`config.mk`:
```
export PLATFORM = sky130hd
export DESIGN_NAME = sensor_sample_to_bcd_reading
export DESIGN_NICKNAME = d
export VERILOG_FILES = /design/src/sbcd_pkg.sv /design/src/sensor_sample_to_bcd_reading.sv
export SDC_FILE = /design/constraint.sdc
export NUM_CORES = 2
export LEC_CHECK = 0
export ABC_CLOCK_PERIOD_IN_PS = 10900
export BUFFER_PORTS_ARGS = -buffer_cell sky130_fd_sc_hd__buf_4
export CORE_MARGIN = 2
export CORE_UTILIZATION = 55
export DETAILED_ROUTE_END_ITERATION = 10
export PLACE_DENSITY_LB_ADDON = 0.25
export SYNTH_ARGS = -nofsm -noshare
export SYNTH_HDL_FRONTEND = slang
export SYNTH_SLANG_ARGS = --single-unit
```
`constraint.sdc`:
```
create_clock -name clk_i -period 10.9 [get_ports clk_i]
set_input_delay 2.18 -clock clk_i [delete_from_list [all_inputs] [get_ports clk_i]]
set_output_delay 2.18 -clock clk_i [all_outputs]
set_load 0.01 [all_outputs]
```
`src/sbcd_pkg.sv`:
```
// Types and constants of the sensor sample to BCD reading block.
// Used by the top level and its checker; depends on nothing.
package sbcd_pkg;

  localparam int unsigned SAMPLE_W   = 10;
  localparam int unsigned REF_W      = 12;
  localparam int unsigned OFS_W      = 12;
  localparam int unsigned SUP_W      = 13;
  localparam int unsigned SCALE_W    = 8;
  localparam int unsigned CFG_IDX_W  = 3;
  localparam int unsigned CFG_DATA_W = 13;

  localparam int unsigned PROD_W     = SAMPLE_W + REF_W;
  localparam int unsigned MV_W       = 12;
  localparam int unsigned VAL_W      = 16;
  localparam int unsigned DVD_W      = 32;

  localparam int unsigned DIV_STEPS  = 4;
  localparam int unsigned DIV_STAGES = DVD_W / DIV_STEPS;

  localparam int unsigned DIGITS     = 5;
  localparam int unsigned BCD_W      = 4 * DIGITS;
  localparam int unsigned DAB_STEPS  = 4;
  localparam int unsigned DAB_STAGES = VAL_W / DAB_STEPS;

  // product, millivolt, divider, select, digit stages
  localparam int unsigned LATENCY    = 3 + DIV_STAGES + DAB_STAGES;

  localparam logic [REF_W-1:0]   REF_RST   = 12'd1090;
  localparam logic [OFS_W-1:0]   OFS_RST   = 12'd500;
  localparam logic [SUP_W-1:0]   SUP_RST   = 13'd3300;
  localparam logic [SCALE_W-1:0] SCALE_RST = 8'd33;

  localparam logic [3:0] DIGIT_MAX = 4'd9;

  localparam logic OP_TEMP = 1'b0;
  localparam logic OP_HUM  = 1'b1;

  typedef enum logic [CFG_IDX_W-1:0] {
    REG_REF   = 3'd0,
    REG_OFS   = 3'd1,
    REG_SUP   = 3'd2,
    REG_SCALE = 3'd3
  } cfg_reg_e;

  typedef struct packed {
    logic             op;
    logic             err;
    logic [VAL_W-1:0] tmp;
  } div_side_t;

endpackage

```
`src/sensor_sample_to_bcd_reading.sv`:
```
// Top level of the sensor sample to BCD reading block.
// Depends on sbcd_pkg.
//
// Usage:
//   Drive sample_i and operation_i (0 temperature, 1 humidity) with start_i high;
//   the item is taken at the rising edge where start_i is high and busy_o is low.
//   busy_o is low from the first clock edge after reset on, so one item a cycle.
//   Each item gives one result: done_o is high for exactly one cycle with value_o,
//   the five BCD digits and divide_error_o.
//   The pipeline runs through the product and millivolt stages, eight divider
//   stages of four dividend bits each over 32 bits, the scale-and-select stage
//   and four digit stages. Throughput is one item per cycle.
//   The receiver cannot stall; results leave whether taken or not.
//   Configuration writes use cfg_valid_i/cfg_ready_o with cfg_index_i and
//   cfg_data_i; indexes beyond the register list are ignored. Write only while
//   no item is in flight.
//   Reset clears all items in flight and loads the register defaults; busy_o is
//   high and cfg_ready_o low until the first cycle after reset.
module sensor_sample_to_bcd_reading
  import sbcd_pkg::*;
(
  input  logic                  clk_i,
  input  logic                  rst_ni,
  input  logic                  start_i,
  output logic                  busy_o,
  input  logic [SAMPLE_W-1:0]   sample_i,
  input  logic                  operation_i,
  input  logic                  cfg_valid_i,
  output logic                  cfg_ready_o,
  input  logic [CFG_IDX_W-1:0]  cfg_index_i,
  input  logic [CFG_DATA_W-1:0] cfg_data_i,
  output logic                  done_o,
  output logic [VAL_W-1:0]      value_o,
  output logic [3:0]            digit_ten_thousands_o,
  output logic [3:0]            digit_thousands_o,
  output logic [3:0]            digit_hundreds_o,
  output logic [3:0]            digit_tens_o,
  output logic [3:0]            digit_ones_o,
  output logic                  divide_error_o
);

  logic                 ready_q;
  logic                 accept;
  logic [LATENCY-1:0]   vld_q;

  logic [REF_W-1:0]     ref_q;
  logic [OFS_W-1:0]     ofs_q;
  logic [SUP_W-1:0]     sup_q;
  logic [SCALE_W-1:0]   scale_q;

  logic [PROD_W-1:0]    prod_q;
  logic                 pop_q;

  logic [MV_W-1:0]      mv;
  logic [DVD_W-1:0]     diff;
  logic [DVD_W-1:0]     dvd;

  logic [MV_W-1:0]      rem_q  [DIV_STAGES+1];
  logic [DVD_W-1:0]     dvd_q  [DIV_STAGES+1];
  logic [VAL_W-1:0]     quo_q  [DIV_STAGES+1];
  logic [MV_W-1:0]      dmv_q  [DIV_STAGES+1];
  div_side_t            side_q [DIV_STAGES+1];
  logic [MV_W-1:0]      rem_d  [DIV_STAGES];
  logic [DVD_W-1:0]     dvd_d  [DIV_STAGES];
  logic [VAL_W-1:0]     quo_d  [DIV_STAGES];

  logic [VAL_W-1:0]     mul;
  logic [VAL_W-1:0]     sel_val;
  div_side_t            last_side;

  logic [BCD_W-1:0]     bcd_q  [DAB_STAGES+1];
  logic [VAL_W-1:0]     bin_q  [DAB_STAGES+1];
  logic [VAL_W-1:0]     dval_q [DAB_STAGES+1];
  logic                 derr_q [DAB_STAGES+1];
  logic [BCD_W-1:0]     bcd_d  [DAB_STAGES];
  logic [VAL_W-1:0]     bin_d  [DAB_STAGES];

  assign busy_o      = !ready_q;
  assign cfg_ready_o = ready_q;
  assign accept      = start_i && ready_q;

  always_ff @(posedge clk_i or negedge rst_ni) begin
    if (!rst_ni) begin
      ready_q <= 1'b0;
      vld_q   <= '0;
    end else begin
      ready_q <= 1'b1;
      vld_q   <= {vld_q[LATENCY-2:0], accept};
    end
  end

  always_ff @(posedge clk_i or negedge rst_ni) begin
    if (!rst_ni) begin
      ref_q   <= REF_RST;
      ofs_q   <= OFS_RST;
      sup_q   <= SUP_RST;
      scale_q <= SCALE_RST;
    end else if (cfg_valid_i && cfg_ready_o) begin
      unique case (cfg_index_i)
        REG_REF:   ref_q   <= cfg_data_i[REF_W-1:0];
        REG_OFS:   ofs_q   <= cfg_data_i[OFS_W-1:0];
        REG_SUP:   sup_q   <= cfg_data_i[SUP_W-1:0];
        REG_SCALE: scale_q <= cfg_data_i[SCALE_W-1:0];
        default: ;
      endcase
    end
  end

  // millivolts, supply minus millivolts difference and divider dividend
  assign mv   = prod_q[PROD_W-1 -: MV_W];
  assign diff = DVD_W'(sup_q) - DVD_W'(mv);
  assign dvd  = {diff[DVD_W-4:0], 3'b000} + {diff[DVD_W-2:0], 1'b0};

  for (genvar s = 0; s < DIV_STAGES; s++) begin : g_div
    logic [MV_W-1:0]  rem_v;
    logic [DVD_W-1:0] dvd_v;
    logic [VAL_W-1:0] quo_v;
    logic [MV_W:0]    trial;

    always_comb begin
      rem_v = rem_q[s];
      dvd_v = dvd_q[s];
      quo_v = quo_q[s];
      trial = '0;
      for (int b = 0; b < DIV_STEPS; b++) begin
        trial = {rem_v, dvd_v[DVD_W-1]};
        dvd_v = {dvd_v[DVD_W-2:0], 1'b0};
        if (trial >= {1'b0, dmv_q[s]}) begin
          rem_v = MV_W'(trial - {1'b0, dmv_q[s]});
          quo_v = {quo_v[VAL_W-2:0], 1'b1};
        end else begin
          rem_v = trial[MV_W-1:0];
          quo_v = {quo_v[VAL_W-2:0], 1'b0};
        end
      end
    end

    assign rem_d[s] = rem_v;
    assign dvd_d[s] = dvd_v;
    assign quo_d[s] = quo_v;
  end

  // scale the ratio and pick the reading
  assign last_side = side_q[DIV_STAGES];
  assign mul = quo_q[DIV_STAGES] * VAL_W'(scale_q);

  always_comb begin
    priority if (last_side.op == OP_TEMP) begin
      sel_val = last_side.tmp;
    end else if (last_side.err) begin
      sel_val = '0;
    end else begin
      sel_val = mul;
    end
  end

  for (genvar s = 0; s < DAB_STAGES; s++) begin : g_dab
    logic [BCD_W-1:0] bcd_v;
    logic [VAL_W-1:0] bin_v;

    always_comb begin
      bcd_v = bcd_q[s];
      bin_v = bin_q[s];
      for (int k = 0; k < DAB_STEPS; k++) begin
        for (int d = 0; d < DIGITS; d++) begin
          if (bcd_v[4*d +: 4] >= 4'd5) begin
            bcd_v[4*d +: 4] = bcd_v[4*d +: 4] + 4'd3;
          end
        end
        {bcd_v, bin_v} = {bcd_v[BCD_W-2:0], bin_v, 1'b0};
      end
    end

    assign bcd_d[s] = bcd_v;
    assign bin_d[s] = bin_v;
  end

  always_ff @(posedge clk_i) begin
    prod_q <= PROD_W'(sample_i) * PROD_W'(ref_q);
    pop_q  <= operation_i;

    rem_q[0]      <= '0;
    dvd_q[0]      <= dvd;
    quo_q[0]      <= '0;
    dmv_q[0]      <= mv;
    side_q[0].op  <= pop_q;
    side_q[0].err <= (pop_q == OP_HUM) && (mv == '0);
    side_q[0].tmp <= VAL_W'(mv) - VAL_W'(ofs_q);

    for (int s = 0; s < DIV_STAGES; s++) begin
      rem_q[s+1]  <= rem_d[s];
      dvd_q[s+1]  <= dvd_d[s];
      quo_q[s+1]  <= quo_d[s];
      dmv_q[s+1]  <= dmv_q[s];
      side_q[s+1] <= side_q[s];
    end

    bcd_q[0]  <= '0;
    bin_q[0]  <= sel_val;
    dval_q[0] <= sel_val;
    derr_q[0] <= last_side.err;

    for (int s = 0; s < DAB_STAGES; s++) begin
      bcd_q[s+1]  <= bcd_d[s];
      bin_q[s+1]  <= bin_d[s];
      dval_q[s+1] <= dval_q[s];
      derr_q[s+1] <= derr_q[s];
    end
  end

  assign done_o                = vld_q[LATENCY-1];
  assign value_o               = dval_q[DAB_STAGES];
  assign digit_ten_thousands_o = bcd_q[DAB_STAGES][19:16];
  assign digit_thousands_o     = bcd_q[DAB_STAGES][15:12];
  assign digit_hundreds_o      = bcd_q[DAB_STAGES][11:8];
  assign digit_tens_o          = bcd_q[DAB_STAGES][7:4];
  assign digit_ones_o          = bcd_q[DAB_STAGES][3:0];
  assign divide_error_o        = derr_q[DAB_STAGES];

endmodule

```
==> results.md <==
* Status: finished clean
* Num rows at 104
* Die Ht at 290 µm
* Initial antenna violation count at 1
* Hold Buf Count CTS at 0
* FF-to-FF setup slack at 0.78 ns
* Final net count at 5633
* Area of the multi-input gates at 28800 µm²
* EDFF count, synth at 0
* Largest net degree at the start of global routing at 62
* Synthesized area at 44900 µm²
* Worst hold path type: reg -> reg
* Minimum clock period after layout at 10.12 ns
* Most frequent cells in the layout: 603 x dfxtp_1, 551 x ha_1, 513 x inv_1, 340 x nand2_1, 323 x a21oi_1
* Clock skew at 0.0307 ns
* Register area at 13600 µm²
* Final ANT Viol Nets at 0
* Met2 WL at 46000 µm
* DR DRC count at 0
* H-Tree Depth at 3
* Mapped Nets at 5568
* Total GRT Usage at 22.8%
* Final hold violations at 0
* Worst Path Arrival at 10.62 ns
* Final GP Congestion at 0.898
* Average wire per standard cell at 15.9 µm
* Max_cap viols at 0
* Initial DRC Count at 1746
* Normalized max-slew margin at 26.5%
* Final slew viol count at 0
* Yosys warning count at 0
* Highest routed layer: met4
* Root buf cell: clkbuf_16
* Port Buf Inserts at 70
* Mean Syn Cell Area at 9.32 µm²
* Vias in the first global route at 32352
* Starting Density at 55.6%
* WP buf/inv at 4
* Fmax at 98.8 MHz
* Die width at 290 µm
* CTS tree: yes
* #FFs+latches synth at 664
* Fin crit share at 92.8%
* Worst-path clk slew at 0.06 ns
* Slowest cell delay on critical path at 0.42 ns
* Cell family with the largest share of critical-path delay: compound AO/OA/AOI/OAI gates
* First-pass GRT wire length at 158000 µm
* Crit Path Max Fanout at 17
* Worst-Margin Slew at 1.10 ns
* HPWL after DPL at 74300 µm
* DR WL met3 at 3460 µm
* Slowest cell on crit path: ha_1
* Fill cells at 6841
* Final wirelength at 95200 µm
* Setup violators final at 0
* Worst Setup Start Kind: register
* Pre-antenna DRT Iters at 8
* Maximum root-to-sink buffer count at 3
* Hold_ws at 0.305 ns
* Vias after detailed routing at 32973
* Required @ worst endpoint at 11.40 ns
* Via-to-Cell Ratio at 5.50
* Commonest non-fill, non-tap cell in the layout: dfxtp_1
* CTS Buf Count at 70
* Syn Inst Count at 4816
* Skew-Pair Late Insertion Delay at 0.63 ns
* Synth async-reset ratio at 9.19%
* Worst setup EP type: register
* Synth Flop Type: dfxtp_1
* Final core occ at 60.8%
* Area growth syn-to-layout at 9.31%
* Share of cells above drive strength 1 at 10.7%
* Clk sinks at 664
* Share of the yosys chip area belonging to registers at 30.3%
* Ant. Diodes at 0
* Grt total ovfl at 0
* Synth cell types at 79
* Core area at 80700 µm²
* DIE AREA at 83900 µm²
* Crit Path Category: reg -> reg
* Met1 WL at 43600 µm
* # IOs at 71
## final cells by class
class,instances,area share (%)
Clock buffer,89,3.96
Sequential cell,664,27.8
Tap cell,1060,2.70
Inverter,513,3.92
Multi-Input combinational cell,3525,58.7
Clock inverter,41,1.30
Timing Repair Buffer,107,1.64
## stage by stage
step / worst slack [ns] / cell area (µm²) / setup TNS (ns) / std cells
final: 0.781 / 49100 / 0 / 5999
after global routing: -0.0107 / 49100 / -0.0190 / 5999
after CTS: 0.596 / 48900 / 0 / 5988
after detailed placement: 0.651 / 46400 / 0 / 5858
after global placement: 0.818 / 46400 / 0 / 5858
after floorplan: 1.16 / 44900 / 0 / 4816
## logic make-up (layout without fill, tap and decap cells)
group                    count (synthesis)  in the layout  share of synthesized area [%]
AO/OA/AOI/OAI                         1019           1019                           14.2
XOR/XNOR                               352            352                           6.87
adder cells (fa/ha/maj)                721            721                           22.9
buffers and inverters                  627            750                           5.62
flip-flops                             664            664                           30.3
multiplexers                           313            313                           7.72
other                                    1              1                        0.00835
AND/OR/NAND/NOR                       1119           1119                           12.3
## Yosys cell counts, drive strengths merged (13+ instances only)
cell type | number | area share [%]
o21a | 40 | 0.67
a31oi | 24 | 0.33
xor2 | 100 | 2.0
dfstp | 17 | 1.0
nor3 | 71 | 0.80
o22ai | 18 | 0.25
nand2b | 64 | 0.89
a21boi | 36 | 0.63
o31ai | 18 | 0.30
o21ai | 247 | 2.8
o41ai | 13 | 0.25
inv | 513 | 4.3
or2 | 21 | 0.29
mux2i | 73 | 1.6
o21bai | 54 | 0.90
clkbuf | 58 | 0.49
buf | 56 | 0.84
a21oi | 324 | 3.6
nor2b | 84 | 1.2
and2 | 117 | 1.6
nand2 | 340 | 2.8
a211o | 14 | 0.27
mux2 | 240 | 6.1
nor4 | 14 | 0.20
nor3b | 17 | 0.28
and3 | 20 | 0.28
dfrtp | 44 | 2.5
a21o | 118 | 2.0
nor2 | 231 | 1.9
o211ai | 16 | 0.27
a211oi | 15 | 0.31
dfxtp | 603 | 27
nand4 | 56 | 0.78
ha | 551 | 15
fa | 170 | 7.6
xnor2 | 252 | 4.9
nand3 | 49 | 0.55
## routing by layer
layer	vias to the layer above	track usage (%)
met2	570	39.8
met3	136	2.55
met4	0	6.58
met5	-	0
met1	15586	29.8
li1	16681	-
## timing repair
action / 4_1_cts / 5_1_grt
buffers inserted: 0 / 11
endpoints found under the setup margin: 0 / 50
gates resized for setup: 0 / 8
## final timing paths
check | from | endpoint | cells past startpoint
worst max-delay path | dmv_q[0][13]$_DFF_P_ | rem_q[0][35]$_DFF_P_ | 41
worst min-delay path | side_q[0][54]$_DFF_P_ | side_q[0][72]$_DFF_P_ | 0
worst max register to register | dmv_q[0][13]$_DFF_P_ | rem_q[0][35]$_DFF_P_ | 41
worst min register to register | side_q[0][54]$_DFF_P_ | side_q[0][72]$_DFF_P_ | 0
max in group asynchronous | rst_ni | scale_q[2]$_DFFE_PN0P_ | 1
min in group asynchronous | rst_ni | ref_q[2]$_DFFE_PN0P_ | 1
## flip-flops by register name, indices dropped and copies added, names as in the netlist, 13 cells and up
signal and flops:
bcd_q 46, dmv_q 96, dval_q 80, dvd_q 104, quo_q 40, rem_q 84, side_q 135, sup_q 13
vld_q 15
Power is not shown: default switching activity piles up to over one toggle a cycle in this logic, so the estimate is an artifact.
